===== config.mk =====
export PLATFORM = sky130hd
export DESIGN_NAME = sector_cache_clock_controller
export DESIGN_NICKNAME = d
export VERILOG_FILES = /design/src/rtl/core/sccc_pkg.sv /design/src/rtl/core/sccc_front.sv /design/src/rtl/core/sccc_back.sv /design/src/rtl/core/sector_cache_clock_controller.sv
export VERILOG_INCLUDE_DIRS = /design/src /design/src/rtl/core
export SDC_FILE = /design/constraint.sdc
export NUM_CORES = 2
export LEC_CHECK = 0
export ABC_AREA = 0
export BUFFER_PORTS_ARGS = -buffer_cell sky130_fd_sc_hd__buf_2
export CORE_ASPECT_RATIO = 0.75
export CORE_MARGIN = 2
export CORE_UTILIZATION = 47
export DETAILED_ROUTE_END_ITERATION = 16
export PLACE_DENSITY = 0.6
export SYNTH_ARGS = -nofsm -noshare
export SYNTH_HDL_FRONTEND = slang
export SYNTH_SLANG_ARGS = --single-unit

===== constraint.sdc =====
create_clock -name i_clk -period 4.9 [get_ports i_clk]
set_input_delay 0.245 -clock i_clk [delete_from_list [all_inputs] [get_ports i_clk]]
set_output_delay 0.245 -clock i_clk [all_outputs]
set_load 0.02 [all_outputs]

===== src/rtl/core/sector_cache_clock_controller_macros.svh =====
// Assertion macros used by the sector cache controller back end.
// No dependencies; include by bare file name.
`ifndef SECTOR_CACHE_CLOCK_CONTROLLER_MACROS_SVH
`define SECTOR_CACHE_CLOCK_CONTROLLER_MACROS_SVH

// Same-cycle implication, disabled during reset.
`define SCCC_ASSERT_NOW(lbl, clk, rstn, ante, cons) \
    lbl: assert property (@(posedge clk) disable iff (!rstn) (ante) |-> (cons)) \
        else $error("sccc assertion failed");

// Next-cycle implication, disabled during reset.
`define SCCC_ASSERT_NEXT(lbl, clk, rstn, ante, cons) \
    lbl: assert property (@(posedge clk) disable iff (!rstn) (ante) |=> (cons)) \
        else $error("sccc assertion failed");

`endif


===== src/rtl/core/sccc_pkg.sv =====
// Package for the sector cache controller: sizes, request codes, payload types.
// No dependencies.
`timescale 1ns / 1ps

package sccc_pkg;

    localparam int ENTRIES     = 64;
    localparam int SECTOR_BITS = 32;
    localparam int IDX_W       = $clog2(ENTRIES);
    localparam int OUT_IDX_W   = 6;
    localparam int SEC_W       = 32;

    localparam logic [1:0] REQ_READ  = 2'd0;
    localparam logic [1:0] REQ_WRITE = 2'd1;
    localparam logic [1:0] REQ_FLUSH = 2'd2;
    localparam logic [1:0] REQ_NONE  = 2'd3;

    typedef logic [IDX_W-1:0]       t_idx;
    typedef logic [ENTRIES-1:0]     t_vec;
    typedef logic [SECTOR_BITS-1:0] t_tag;

    typedef struct packed {
        logic [1:0]       req_type;
        logic [SEC_W-1:0] sector;
    } t_in;

    typedef struct packed {
        logic                 hit;
        logic [OUT_IDX_W-1:0] entry_index;
        logic                 writeback_needed;
        logic [SEC_W-1:0]     writeback_sector;
        logic                 fetch_needed;
        logic                 last;
    } t_out;

    typedef struct packed {
        logic flush;
        logic write;
        t_tag sector;
    } t_cmd;

    // Index of the lowest set bit; zero when none is set.
    function automatic t_idx lowest_set(input t_vec v);
        t_idx r;
        r = '0;
        for (int i = ENTRIES - 1; i >= 0; i--) begin
            if (v[i]) begin
                r = t_idx'(i);
            end
        end
        return r;
    endfunction

    // Bits strictly below idx.
    function automatic t_vec below_mask(input t_idx idx);
        t_vec m;
        for (int i = 0; i < ENTRIES; i++) begin
            m[i] = (t_idx'(i) < idx);
        end
        return m;
    endfunction

endpackage


===== src/rtl/core/sccc_front.sv =====
// Front end: accepts requests, drops REQ_NONE codes, queues commands.
// Depends on sccc_pkg.
`timescale 1ns / 1ps

module sccc_front (
    input  logic           i_clk,
    input  logic           i_rst_n,
    input  logic           i_in_valid,
    output logic           o_in_stall,
    input  sccc_pkg::t_in  i_in,
    output logic           o_cmd_valid,
    input  logic           i_cmd_pop,
    output sccc_pkg::t_cmd o_cmd
);

    sccc_pkg::t_cmd r_q [2];
    logic           r_wr_ptr, r_rd_ptr;
    logic [1:0]     r_count;
    logic           accept, push, pop;
    sccc_pkg::t_cmd cmd;

    assign o_in_stall  = (r_count == 2'd2);
    assign accept      = i_in_valid && !o_in_stall;
    assign push        = accept && (i_in.req_type != sccc_pkg::REQ_NONE);
    assign o_cmd_valid = (r_count != 2'd0);
    assign pop         = i_cmd_pop && o_cmd_valid;
    assign o_cmd       = r_q[r_rd_ptr];

    always_comb begin
        cmd.flush  = (i_in.req_type == sccc_pkg::REQ_FLUSH);
        cmd.write  = (i_in.req_type == sccc_pkg::REQ_WRITE);
        cmd.sector = sccc_pkg::SECTOR_BITS'(i_in.sector);
    end

    always_ff @(posedge i_clk) begin
        if (push) begin
            r_q[r_wr_ptr] <= cmd;
        end
    end

    always_ff @(posedge i_clk) begin
        if (!i_rst_n) begin
            r_wr_ptr <= 1'b0;
            r_rd_ptr <= 1'b0;
            r_count  <= 2'd0;
        end else begin
            if (push) begin
                r_wr_ptr <= !r_wr_ptr;
            end
            if (pop) begin
                r_rd_ptr <= !r_rd_ptr;
            end
            case ({push, pop})
                2'b10:   r_count <= r_count + 2'd1;
                2'b01:   r_count <= r_count - 2'd1;
                default: r_count <= r_count;
            endcase
        end
    end

endmodule


===== src/rtl/core/sccc_back.sv =====
// Back end: tag memory scan, clock victim selection, refill and flush walk.
// Depends on sccc_pkg and the assertion macro header.
`timescale 1ns / 1ps
`include "sector_cache_clock_controller_macros.svh"

module sccc_back (
    input  logic           i_clk,
    input  logic           i_rst_n,
    input  logic           i_cmd_valid,
    output logic           o_cmd_pop,
    input  sccc_pkg::t_cmd i_cmd,
    output logic           o_out_valid,
    input  logic           i_out_stall,
    output sccc_pkg::t_out o_out
);

    localparam logic [2:0] S_IDLE = 3'd0;
    localparam logic [2:0] S_SCAN = 3'd1;
    localparam logic [2:0] S_FILL = 3'd2;
    localparam logic [2:0] S_FLSH = 3'd3;
    localparam logic [2:0] S_FLRD = 3'd4;
    localparam logic [2:0] S_SEND = 3'd5;

    localparam sccc_pkg::t_idx LAST_IDX = sccc_pkg::IDX_W'(sccc_pkg::ENTRIES - 1);

    sccc_pkg::t_tag r_mem [sccc_pkg::ENTRIES];
    sccc_pkg::t_tag r_rd_data;
    sccc_pkg::t_idx rd_addr;

    logic [2:0]     r_state, n_state;
    sccc_pkg::t_vec r_valid, n_valid, r_dirty, n_dirty, r_ref, n_ref;
    sccc_pkg::t_idx r_cnt, n_cnt, r_cmp_idx, n_cmp_idx, r_vic, n_vic;
    logic           r_cmp_vld, n_cmp_vld, r_issued, n_issued;
    logic           r_write, n_write, r_flush, n_flush, r_flast, n_flast;
    sccc_pkg::t_tag r_sector, n_sector;
    sccc_pkg::t_out r_res, n_res;
    logic           r_out_valid, n_out_valid;
    sccc_pkg::t_out r_out, n_out;

    logic           out_free, mem_we, wb;
    sccc_pkg::t_vec cand, vd;
    sccc_pkg::t_idx vic, fidx;

    assign out_free    = !r_out_valid || !i_out_stall;
    assign o_out_valid = r_out_valid;
    assign o_out       = r_out;
    assign cand        = ~(r_valid & r_ref);
    assign vic         = sccc_pkg::lowest_set(cand);
    assign vd          = r_valid & r_dirty;
    assign fidx        = sccc_pkg::lowest_set(vd);
    assign wb          = r_valid[r_vic] && r_dirty[r_vic];

    always_comb begin
        n_state     = r_state;
        n_valid     = r_valid;
        n_dirty     = r_dirty;
        n_ref       = r_ref;
        n_cnt       = r_cnt;
        n_cmp_idx   = r_cmp_idx;
        n_cmp_vld   = 1'b0;
        n_issued    = r_issued;
        n_vic       = r_vic;
        n_write     = r_write;
        n_flush     = r_flush;
        n_flast     = r_flast;
        n_sector    = r_sector;
        n_res       = r_res;
        n_out       = r_out;
        n_out_valid = i_out_stall ? r_out_valid : 1'b0;
        o_cmd_pop   = 1'b0;
        rd_addr     = r_cnt;
        mem_we      = 1'b0;
        case (r_state)
            S_IDLE: begin
                if (i_cmd_valid) begin
                    o_cmd_pop = 1'b1;
                    n_write   = i_cmd.write;
                    n_sector  = i_cmd.sector;
                    n_cnt     = '0;
                    n_issued  = 1'b0;
                    n_state   = i_cmd.flush ? S_FLSH : S_SCAN;
                end
            end
            S_SCAN: begin
                // Issue tag reads in order; each is compared in the next cycle.
                if (!r_issued) begin
                    n_cmp_vld = 1'b1;
                    n_cmp_idx = r_cnt;
                    if (r_cnt == LAST_IDX) begin
                        n_issued = 1'b1;
                    end else begin
                        n_cnt = r_cnt + 1'b1;
                    end
                end else begin
                    rd_addr = vic;
                end
                if (r_cmp_vld && r_valid[r_cmp_idx] && (r_rd_data == r_sector)) begin
                    n_ref[r_cmp_idx] = 1'b1;
                    if (r_write) begin
                        n_dirty[r_cmp_idx] = 1'b1;
                    end
                    n_res         = '0;
                    n_res.hit     = 1'b1;
                    n_res.entry_index = sccc_pkg::OUT_IDX_W'(r_cmp_idx);
                    n_res.last    = 1'b1;
                    n_flush       = 1'b0;
                    n_cmp_vld     = 1'b0;
                    n_state       = S_SEND;
                end else if (r_cmp_vld && (r_cmp_idx == LAST_IDX)) begin
                    // Miss: clear reference bits passed by the clock hand.
                    n_vic = vic;
                    if (cand == '0) begin
                        n_ref = '0;
                    end else begin
                        n_ref = r_ref & ~sccc_pkg::below_mask(vic);
                    end
                    n_cmp_vld = 1'b0;
                    n_state   = S_FILL;
                end
            end
            S_FILL: begin
                mem_we                 = 1'b1;
                n_valid[r_vic]         = 1'b1;
                n_ref[r_vic]           = 1'b1;
                n_dirty[r_vic]         = r_write;
                n_res                  = '0;
                n_res.entry_index      = sccc_pkg::OUT_IDX_W'(r_vic);
                n_res.writeback_needed = wb;
                n_res.writeback_sector = wb ? sccc_pkg::SEC_W'(r_rd_data) : '0;
                n_res.fetch_needed     = 1'b1;
                n_res.last             = 1'b1;
                n_flush                = 1'b0;
                n_state                = S_SEND;
            end
            S_FLSH: begin
                if (vd == '0) begin
                    n_res      = '0;
                    n_res.last = 1'b1;
                    n_flush    = 1'b0;
                    n_state    = S_SEND;
                end else begin
                    rd_addr       = fidx;
                    n_vic         = fidx;
                    n_dirty[fidx] = 1'b0;
                    n_flast       = ((vd & ~(sccc_pkg::t_vec'(1) << fidx)) == '0);
                    n_state       = S_FLRD;
                end
            end
            S_FLRD: begin
                n_res                  = '0;
                n_res.entry_index      = sccc_pkg::OUT_IDX_W'(r_vic);
                n_res.writeback_needed = 1'b1;
                n_res.writeback_sector = sccc_pkg::SEC_W'(r_rd_data);
                n_res.last             = r_flast;
                n_flush                = !r_flast;
                n_state                = S_SEND;
            end
            S_SEND: begin
                if (out_free) begin
                    n_out       = r_res;
                    n_out_valid = 1'b1;
                    n_state     = r_flush ? S_FLSH : S_IDLE;
                end
            end
            default: begin
                n_state = S_IDLE;
            end
        endcase
    end

    always_ff @(posedge i_clk) begin
        r_rd_data <= r_mem[rd_addr];
        if (mem_we) begin
            r_mem[r_vic] <= r_sector;
        end
    end

    always_ff @(posedge i_clk) begin
        r_sector  <= n_sector;
        r_res     <= n_res;
        r_out     <= n_out;
        r_vic     <= n_vic;
        r_cmp_idx <= n_cmp_idx;
        r_write   <= n_write;
        r_flast   <= n_flast;
    end

    always_ff @(posedge i_clk) begin
        if (!i_rst_n) begin
            r_state     <= S_IDLE;
            r_valid     <= '0;
            r_dirty     <= '0;
            r_ref       <= '0;
            r_cnt       <= '0;
            r_cmp_vld   <= 1'b0;
            r_issued    <= 1'b0;
            r_flush     <= 1'b0;
            r_out_valid <= 1'b0;
        end else begin
            r_state     <= n_state;
            r_valid     <= n_valid;
            r_dirty     <= n_dirty;
            r_ref       <= n_ref;
            r_cnt       <= n_cnt;
            r_cmp_vld   <= n_cmp_vld;
            r_issued    <= n_issued;
            r_flush     <= n_flush;
            r_out_valid <= n_out_valid;
        end
    end

    `SCCC_ASSERT_NOW(a_fill_after_scan, i_clk, i_rst_n, r_state == S_FILL, $past(r_state) == S_SCAN)
    `SCCC_ASSERT_NEXT(a_fill_sets_entry, i_clk, i_rst_n, r_state == S_FILL, r_valid[r_vic] && r_ref[r_vic])
    `SCCC_ASSERT_NOW(a_flush_cleans, i_clk, i_rst_n, r_state == S_FLRD, !r_dirty[r_vic] && r_valid[r_vic])

endmodule


===== src/rtl/core/sector_cache_clock_controller.sv =====
// Top level of the sector cache tag controller with clock replacement.
// Depends on sccc_pkg, sccc_front and sccc_back.
//
// Usage: requests enter on i_in (req_type, sector) under i_in_valid/o_in_stall
// and results leave on o_out under o_out_valid/i_out_stall. A transaction is
// taken at a clock edge with valid high and stall low. Read and write give one
// result; flush gives one result per dirty entry, or one empty result, and
// marks the final one with last. req_type 3 is dropped without a result.
// The front takes a request each cycle while its two-deep command queue is not full.
// Read or write: the tag memory is read one entry per cycle in index order.
// A hit on entry k ends the scan there and gives its result; a miss scans
// every entry, reads the victim tag and refills it. Flush: each dirty entry
// passes S_FLSH, S_FLRD and S_SEND in turn, read on the single tag read port.
// Reset clears valid, dirty and reference bits, the queue and the output.
// A stalled result holds in the output register; the back end waits on it
// while the front keeps filling the queue until it is full.
`timescale 1ns / 1ps

module sector_cache_clock_controller (
    input  logic           i_clk,
    input  logic           i_rst_n,
    input  logic           i_in_valid,
    output logic           o_in_stall,
    input  sccc_pkg::t_in  i_in,
    output logic           o_out_valid,
    input  logic           i_out_stall,
    output sccc_pkg::t_out o_out
);

    logic           cmd_valid, cmd_pop;
    sccc_pkg::t_cmd cmd;

    sccc_front u_front (
        .i_clk       (i_clk),
        .i_rst_n     (i_rst_n),
        .i_in_valid  (i_in_valid),
        .o_in_stall  (o_in_stall),
        .i_in        (i_in),
        .o_cmd_valid (cmd_valid),
        .i_cmd_pop   (cmd_pop),
        .o_cmd       (cmd)
    );

    sccc_back u_back (
        .i_clk       (i_clk),
        .i_rst_n     (i_rst_n),
        .i_cmd_valid (cmd_valid),
        .o_cmd_pop   (cmd_pop),
        .i_cmd       (cmd),
        .o_out_valid (o_out_valid),
        .i_out_stall (i_out_stall),
        .o_out       (o_out)
    );

endmodule


== Word level (Yosys, flattened, before mapping) ==
Memory sizes are Yosys's and may differ from the RTL's. A register that Yosys moved wholly into a read port is not among the register bits.
Index checks and enable logic that the tools add are counted.
Operators by class
  reductions and logical operators: 41
  bitwise operators: 17
  add/sub/neg operators: 3
  eq/ne operators: 25
  multiplexer cells: 193
  shifts and indexed selects: 1
  order comparisons: 70
Operators with widths (number)
  $mux W6: 136
  $mux W64: 6
  $and A64 B64 Y64: 5
  $not A64 Y64: 4
  $or A64 B64 Y64: 4
  $logic_not A64 Y1: 3
  $lt A6 B6 Y1 const A: 32
  $pmux W64 S3: 1
  $pmux W42 S4: 1
  $pmux W64 S2: 1
  $lt A5 B6 Y1 const A: 16
  $mux W42: 2
  $bwmux W64: 1
  $shl A1 B6 Y64 const A: 1
  $lt A4 B6 Y1 const A: 8
  $pmux W6 S2: 3
  $eq A32 B32 Y1: 1
  $mux W32: 1
  $mux W1: 25
  $lt A3 B6 Y1 const A: 4
  $lt A6 B7 Y1 const B: 3
  $bmux W1 S6: 3
  $demux W1 S6: 3
  $ge A6 B1 Y1 const B: 3
  other kinds (33): 83
Storage, ports and cells
  input bits: 38
  RAM bits: 2116
  word-level logic and storage cells: 381
  register bits after elaboration: 339
  memories: 2
  output and inout bits: 44
Memory list
  u_back.r_mem: depth 64, width 32, rd ports 1, clocked after memory_dff 1, wr ports 1, line sccc_back.sv:26  | sccc_pkg::t_tag r_mem [sccc_pkg::ENTRIES];
  u_front.r_q: depth 2, width 34, rd ports 1, clocked after memory_dff 1, wr ports 1, line sccc_front.sv:16  | sccc_pkg::t_cmd r_q [2];

== Longest topological paths before layout ==
  word-level depth: 73
  mapped depth: 18

== Cells and area by module ==
Synthesis repeated with hierarchy kept, for this count alone.
Second synthesis, totals
  cells, all modules: 7268
  area, all modules: 101249.6 µm²
Modules (own cells, without submodules)
  sccc_back: instances 1, cells each 7134, area each 98555.8 µm², seq. area each 70147.3 µm²
  sccc_front: instances 1, cells each 134, area each 2693.8 µm², seq. area each 2142.1 µm²

== Least setup slack after synthesis ==
No wires, ideal clock.
  kind: register to register
  from: reg u_back.r_vic[2]
  to: reg u_back.r_dirty[60]
  stages on the path, launching flop included: 9
  data arrival time: 3813 ps
  path slack: 1012 ps
  path through: edfxtp_1 -> clkbuf_1 -> nor3b_1 -> clkbuf_1 -> nand2_1 -> nor2_1 -> a211oi_1 -> a2111o_1 -> a21boi_0
On the way
  longest elaborated chain between the ends: 6
  elaborated cells on any way between the ends: 7
Ends and longest elaborated chain
  start, declared: line sccc_back.sv:32  | sccc_pkg::t_idx r_cnt, n_cnt, r_cmp_idx, n_cmp_idx, r_vic, n_vic;
  start signal, assigned: line sccc_back.sv:182  | r_vic <= n_vic;
  $lt A6 B7 Y1 (not written as such) / $ge A6 B1 Y1 (equally long branches): line sccc_back.sv:125  | n_dirty[r_vic] = r_write;
  $logic_and A1 B1 Y1 (not written as such): line sccc_back.sv:125
  $mux W1 (not written as such): line sccc_back.sv:125
  $demux W1 S6 *
  $bwmux W64 *: line sccc_back.sv:125
  $pmux W64 S3 *: line sccc_back.sv:73  | case (r_state)
  end signal, assigned: line sccc_back.sv:202  | r_dirty <= n_dirty;
  end, declared: line sccc_back.sv:31  | sccc_pkg::t_vec r_valid, n_valid, r_dirty, n_dirty, r_ref, n_ref;
Every way passes the cells marked *; elsewhere a longest branch is shown, timed or not.
A chain may end at the register's enable or synchronous reset.

== Worst setup path in the final report ==
  from: reg u_back.r_valid[31]
  to: reg u_back.r_rd_data[31] (read register of u_back.r_mem)
On the way
  longest elaborated chain between the ends: 36
  elaborated cells on any way between the ends: 71
Ends and longest elaborated chain
  start, declared: line sccc_back.sv:31
  start signal, assigned: line sccc_back.sv:201  | r_valid <= n_valid;
  $and A64 B64 Y64: line sccc_back.sv:47  | assign cand = ~(r_valid & r_ref);
  $not A64 Y64: line sccc_back.sv:47
  $mux W6 (32 in series): line sccc_pkg.sv:47  | if (v[i]) begin
  $mux W6: line sccc_back.sv:86  | if (!r_issued) begin
  $pmux W6 S2 *: line sccc_back.sv:73
  end, declared: line sccc_back.sv:27  | sccc_pkg::t_tag r_rd_data;
Marked as above.

==> impl_metrics.toml <==
[critical_path]
endpoint_kind = "flop"
slowest_delay_ps = 450
worst_setup_path_start_kind = "flop"
cp.arrival_ps = 5770
critical_path.most_common_cell = "buf_4"
slowest_stage = "dfxtp_2"
worstPathCellList = "buf_4, nand4_1, nor4_1, buf_4, and4_1, buf_12, o41ai_2, buf_4, o21ai_1, buf_4, buf_4, o22ai_1, nor2_1, buf_12, nand2_2, buf_12, buf_4, o22ai_1, or4_1, a211oi_2"
cpLargestDelayFamily = "buffers and inverters"
ff2ff_setup_slack_ps = -80
critical_path_required_ps = 5690
path_buf_inv = 9
crit_fanout = 24
critPathKind = "reg -> reg"

[sta]
period_share_pct = 102
final_max_slew_viol_count = 0
slew_headroom_pct = 0.604
max_freq_mhz = 201
hold_viol_final = 0
tightestPinTransition_ps = 1480
skew_ps = 49.6
layout_setup_ws_ps = -82.5
min_period_ps = 4980
setup_violations = 6

[clock_tree]
insertion_delay_ps = 910
cts_sinks = 2488
clockBufferDepth = 4
cts_buffers = 237
clk_pin_slew_ps = 70
cts_root_buf = "clkbuf_16"
cts_tree = "built"
h-tree-depth = 4

[placed_design]
dp_hpwl_um = 289000
gp_congestion = 1.05
pre_cts_ws_ps = -912
portBuffers = 81

[synthesis]
syn-cell-area_um2 = 103000
synth_nets = 7825
ys_types = 101
yosysSeqAreaShare_pct = 70.2
syn_area_per_cell_um2 = 13.2
synth_edf_count = 2246
synth_seq_cells = 2488
yosysWarnings = 0
synthArstFlopShare_pct = 0
synth_cells = 7785
yosys_most_used_dff = "edfxtp_1"

[run_status]
status = "complete, but fails checks"
failed_checks = "max-capacitance violations, negative setup slack"

[detailed_routing]
drt-wirelength-per-cell_um = 35.3
viasPerCell = 6.43
ant_nets = 0
drt_wl_total_um = 417000
drc = 0
first_pass_iters = 9
drtIter0Drc = 13200
vias = 75900

[global_routing]
grt_pass1_wl_um = 568000
use_met3_pct = 15.6
met1_usage_pct = 58.2
antenna_found_initial = 35
grt_max_degree = 117
grt_pass1_vias = 68800
globalRouteMet2Util_pct = 45.9
global_route.overflow_total = 0
grt_use_total_pct = 36.9
grt.busiest_layer = "met1"

[floorplan]
core-area_um2 = 217000
io_pins = 82
fp.dieH_um = 409
die_w_um = 545
start_util_pct = 47.4
rows = 148
dieArea_um2 = 223000

[hold_path]
hold_path.class = "in -> reg"

[final_layout]
fin_nets = 8718
seqCellArea_um2 = 72300
final_util_pct = 57.0
fillers = 17600
multi_input_area_um2 = 29100
syn2layout_area_growth_pct = 20.2
drive_gt1_share_pct = 21.3

[power_and_ir_drop]
powerDensity_nw_per_um2 = 528
peakVddDrop_v = 0.000493
leakage_nw = 43.2

[flow_run]
max_cap_viol_count = 1
-- metrics by stage --
step | cells | power [W] | setup TNS [ps] | hold WS, ps | instance area [um^2]
after floorplan | 7785 | 0.0369 | 0 | 344 | 103000
after global placement | 11300 | 0.0459 | -17280 | 406 | 115000
after detailed placement | 11300 | 0.0461 | -14890 | 405 | 115000
after CTS | 11800 | 0.0649 | -71.5 | 4.64 | 124000
after global routing | 11800 | 0.0672 | -9.94 | 43.1 | 124000
final | 11800 | 0.0654 | -313 | 59.1 | 124000
-- state kept, by name, summed over array words and instances (netlist names), named ones only --
signal,flops
u_back.o_out,42
u_back.o_out_valid,1
u_back.r_cmp_idx,6
u_back.r_cmp_vld,1
u_back.r_cnt,6
u_back.r_dirty,64
u_back.r_flast,1
u_back.r_flush,1
u_back.r_issued,1
u_back.r_mem,2048
u_back.r_rd_data,32
u_back.r_ref,64
u_back.r_res,42
u_back.r_sector,32
u_back.r_state,3
u_back.r_valid,64
u_back.r_vic,6
u_back.r_write,1
u_front.r_count,2
u_front.r_q,68
u_front.r_rd_ptr,1
u_front.r_wr_ptr,1
-- final cells by class --
cell class	instances	share of cell area, %
Clock buffer	303	5.12
Antenna cell	6	0.0121
Inverter	24	0.0738
Tap cell	2925	2.96
Multi-Input combinational cell	4742	23.5
Sequential cell	2488	58.4
Clock inverter	128	1.24
Timing Repair Buffer	1185	8.67
-- routing by layer --
layer	routed length (um)	up-vias	share of wire [%]
met1	183000	38500	44
met3	66100	556	16
met4	9550	26	2.3
met2	157000	5266	38
met5	704	-	0.17
li1	-	31500	-
-- power breakdown --
group | internal (W) | leakage, nW | switching (W) | total [W]
clock network | 0.0108 | 3.83 | 0.00816 | 0.0190
registers | 0.0261 | 22.2 | 0.00160 | 0.0277
logic | 0.00630 | 17.2 | 0.0125 | 0.0188
-- timing repair --
item / in CTS / in global routing
hold endpoints to repair: 115 / 0
gates cloned: 1 / 0
buffers inserted: 16 / 5
hold buffers: 38 / 0
pin swaps: 4 / 6
resized for setup: 21 / 38
endpoints found under the setup margin: 33 / 32
-- synth_stat cells, types with 20 or more instances --
cell type	n	area (um^2)
edfxtp_1	2246	67400
nand2_1	1349	5060
nor2_1	499	1870
nand3_1	435	2180
a21oi_1	333	1670
clkbuf_1	304	1140
o21ai_0	298	1490
dfxtp_1	242	4840
mux2i_1	178	1780
a31oi_1	163	1020
buf_2	152	761
and3_1	122	763
mux4_2	117	2640
o22ai_1	110	688
nand4_1	84	526
a22oi_1	73	548
o21a_1	73	548
a221oi_1	71	622
a21boi_0	70	526
and2_1	61	382
o2111ai_1	56	490
nor3_1	46	230
mux2_2	41	462
nor4_1	40	250
a22o_1	33	289
buf_1	33	124
or4_1	33	248
a32o_1	32	320
xnor2_1	30	263
o31ai_1	29	218
a211oi_2	24	300
buf_4	24	180
nor2b_1	23	144
o21ai_1	23	115
a32oi_1	22	193
inv_1	22	82.6
o221ai_1	22	193
a311oi_1	21	184
o211ai_1	20	150
-- kinds of logic (layout without fill, tap and decap cells) --
family,count (synthesis),in the layout,share of synthesized area (%)
AND/OR/NAND/NOR,2815,2815,12.3
other,0,6,0
AO/OA/AOI/OAI,1552,1552,10.0
XOR/XNOR,37,37,0.315
flip-flops,2488,2488,70.2
multiplexers,336,336,4.74
adder cells (fa/ha/maj),2,2,0.0243
buffers and inverters,555,1640,2.40
-- cells in the final DEF, fill, tap and decap left out, types with 72 or more instances in the layout --
cell          n
a21oi_1     328
a22oi_1      72
a31oi_1     159
and3_1      121
buf_12      154
buf_2        80
buf_4       907
clkbuf_16   237
dfxtp_1     235
edfxtp_1   2246
mux2i_1     178
mux4_2      117
nand2_1    1347
nand3_1     435
nand4_1      84
nor2_1      427
o21a_1       73
o21ai_0     289
o22ai_1     104
-- path summary, 6_finish.rpt --
check / cells after the start / endpoint / from
worst max-delay path: 20 / u_back.r_rd_data[31] / u_back.r_valid[31]
worst min-delay path: 2 / u_front.r_q[0][23] / i_in[23]
worst max register to register: 20 / u_back.r_rd_data[31] / u_back.r_valid[31]
worst min register to register: 0 / u_back.o_out[33] / u_back.r_res[33]
Power figures use the tool's default switching activity.
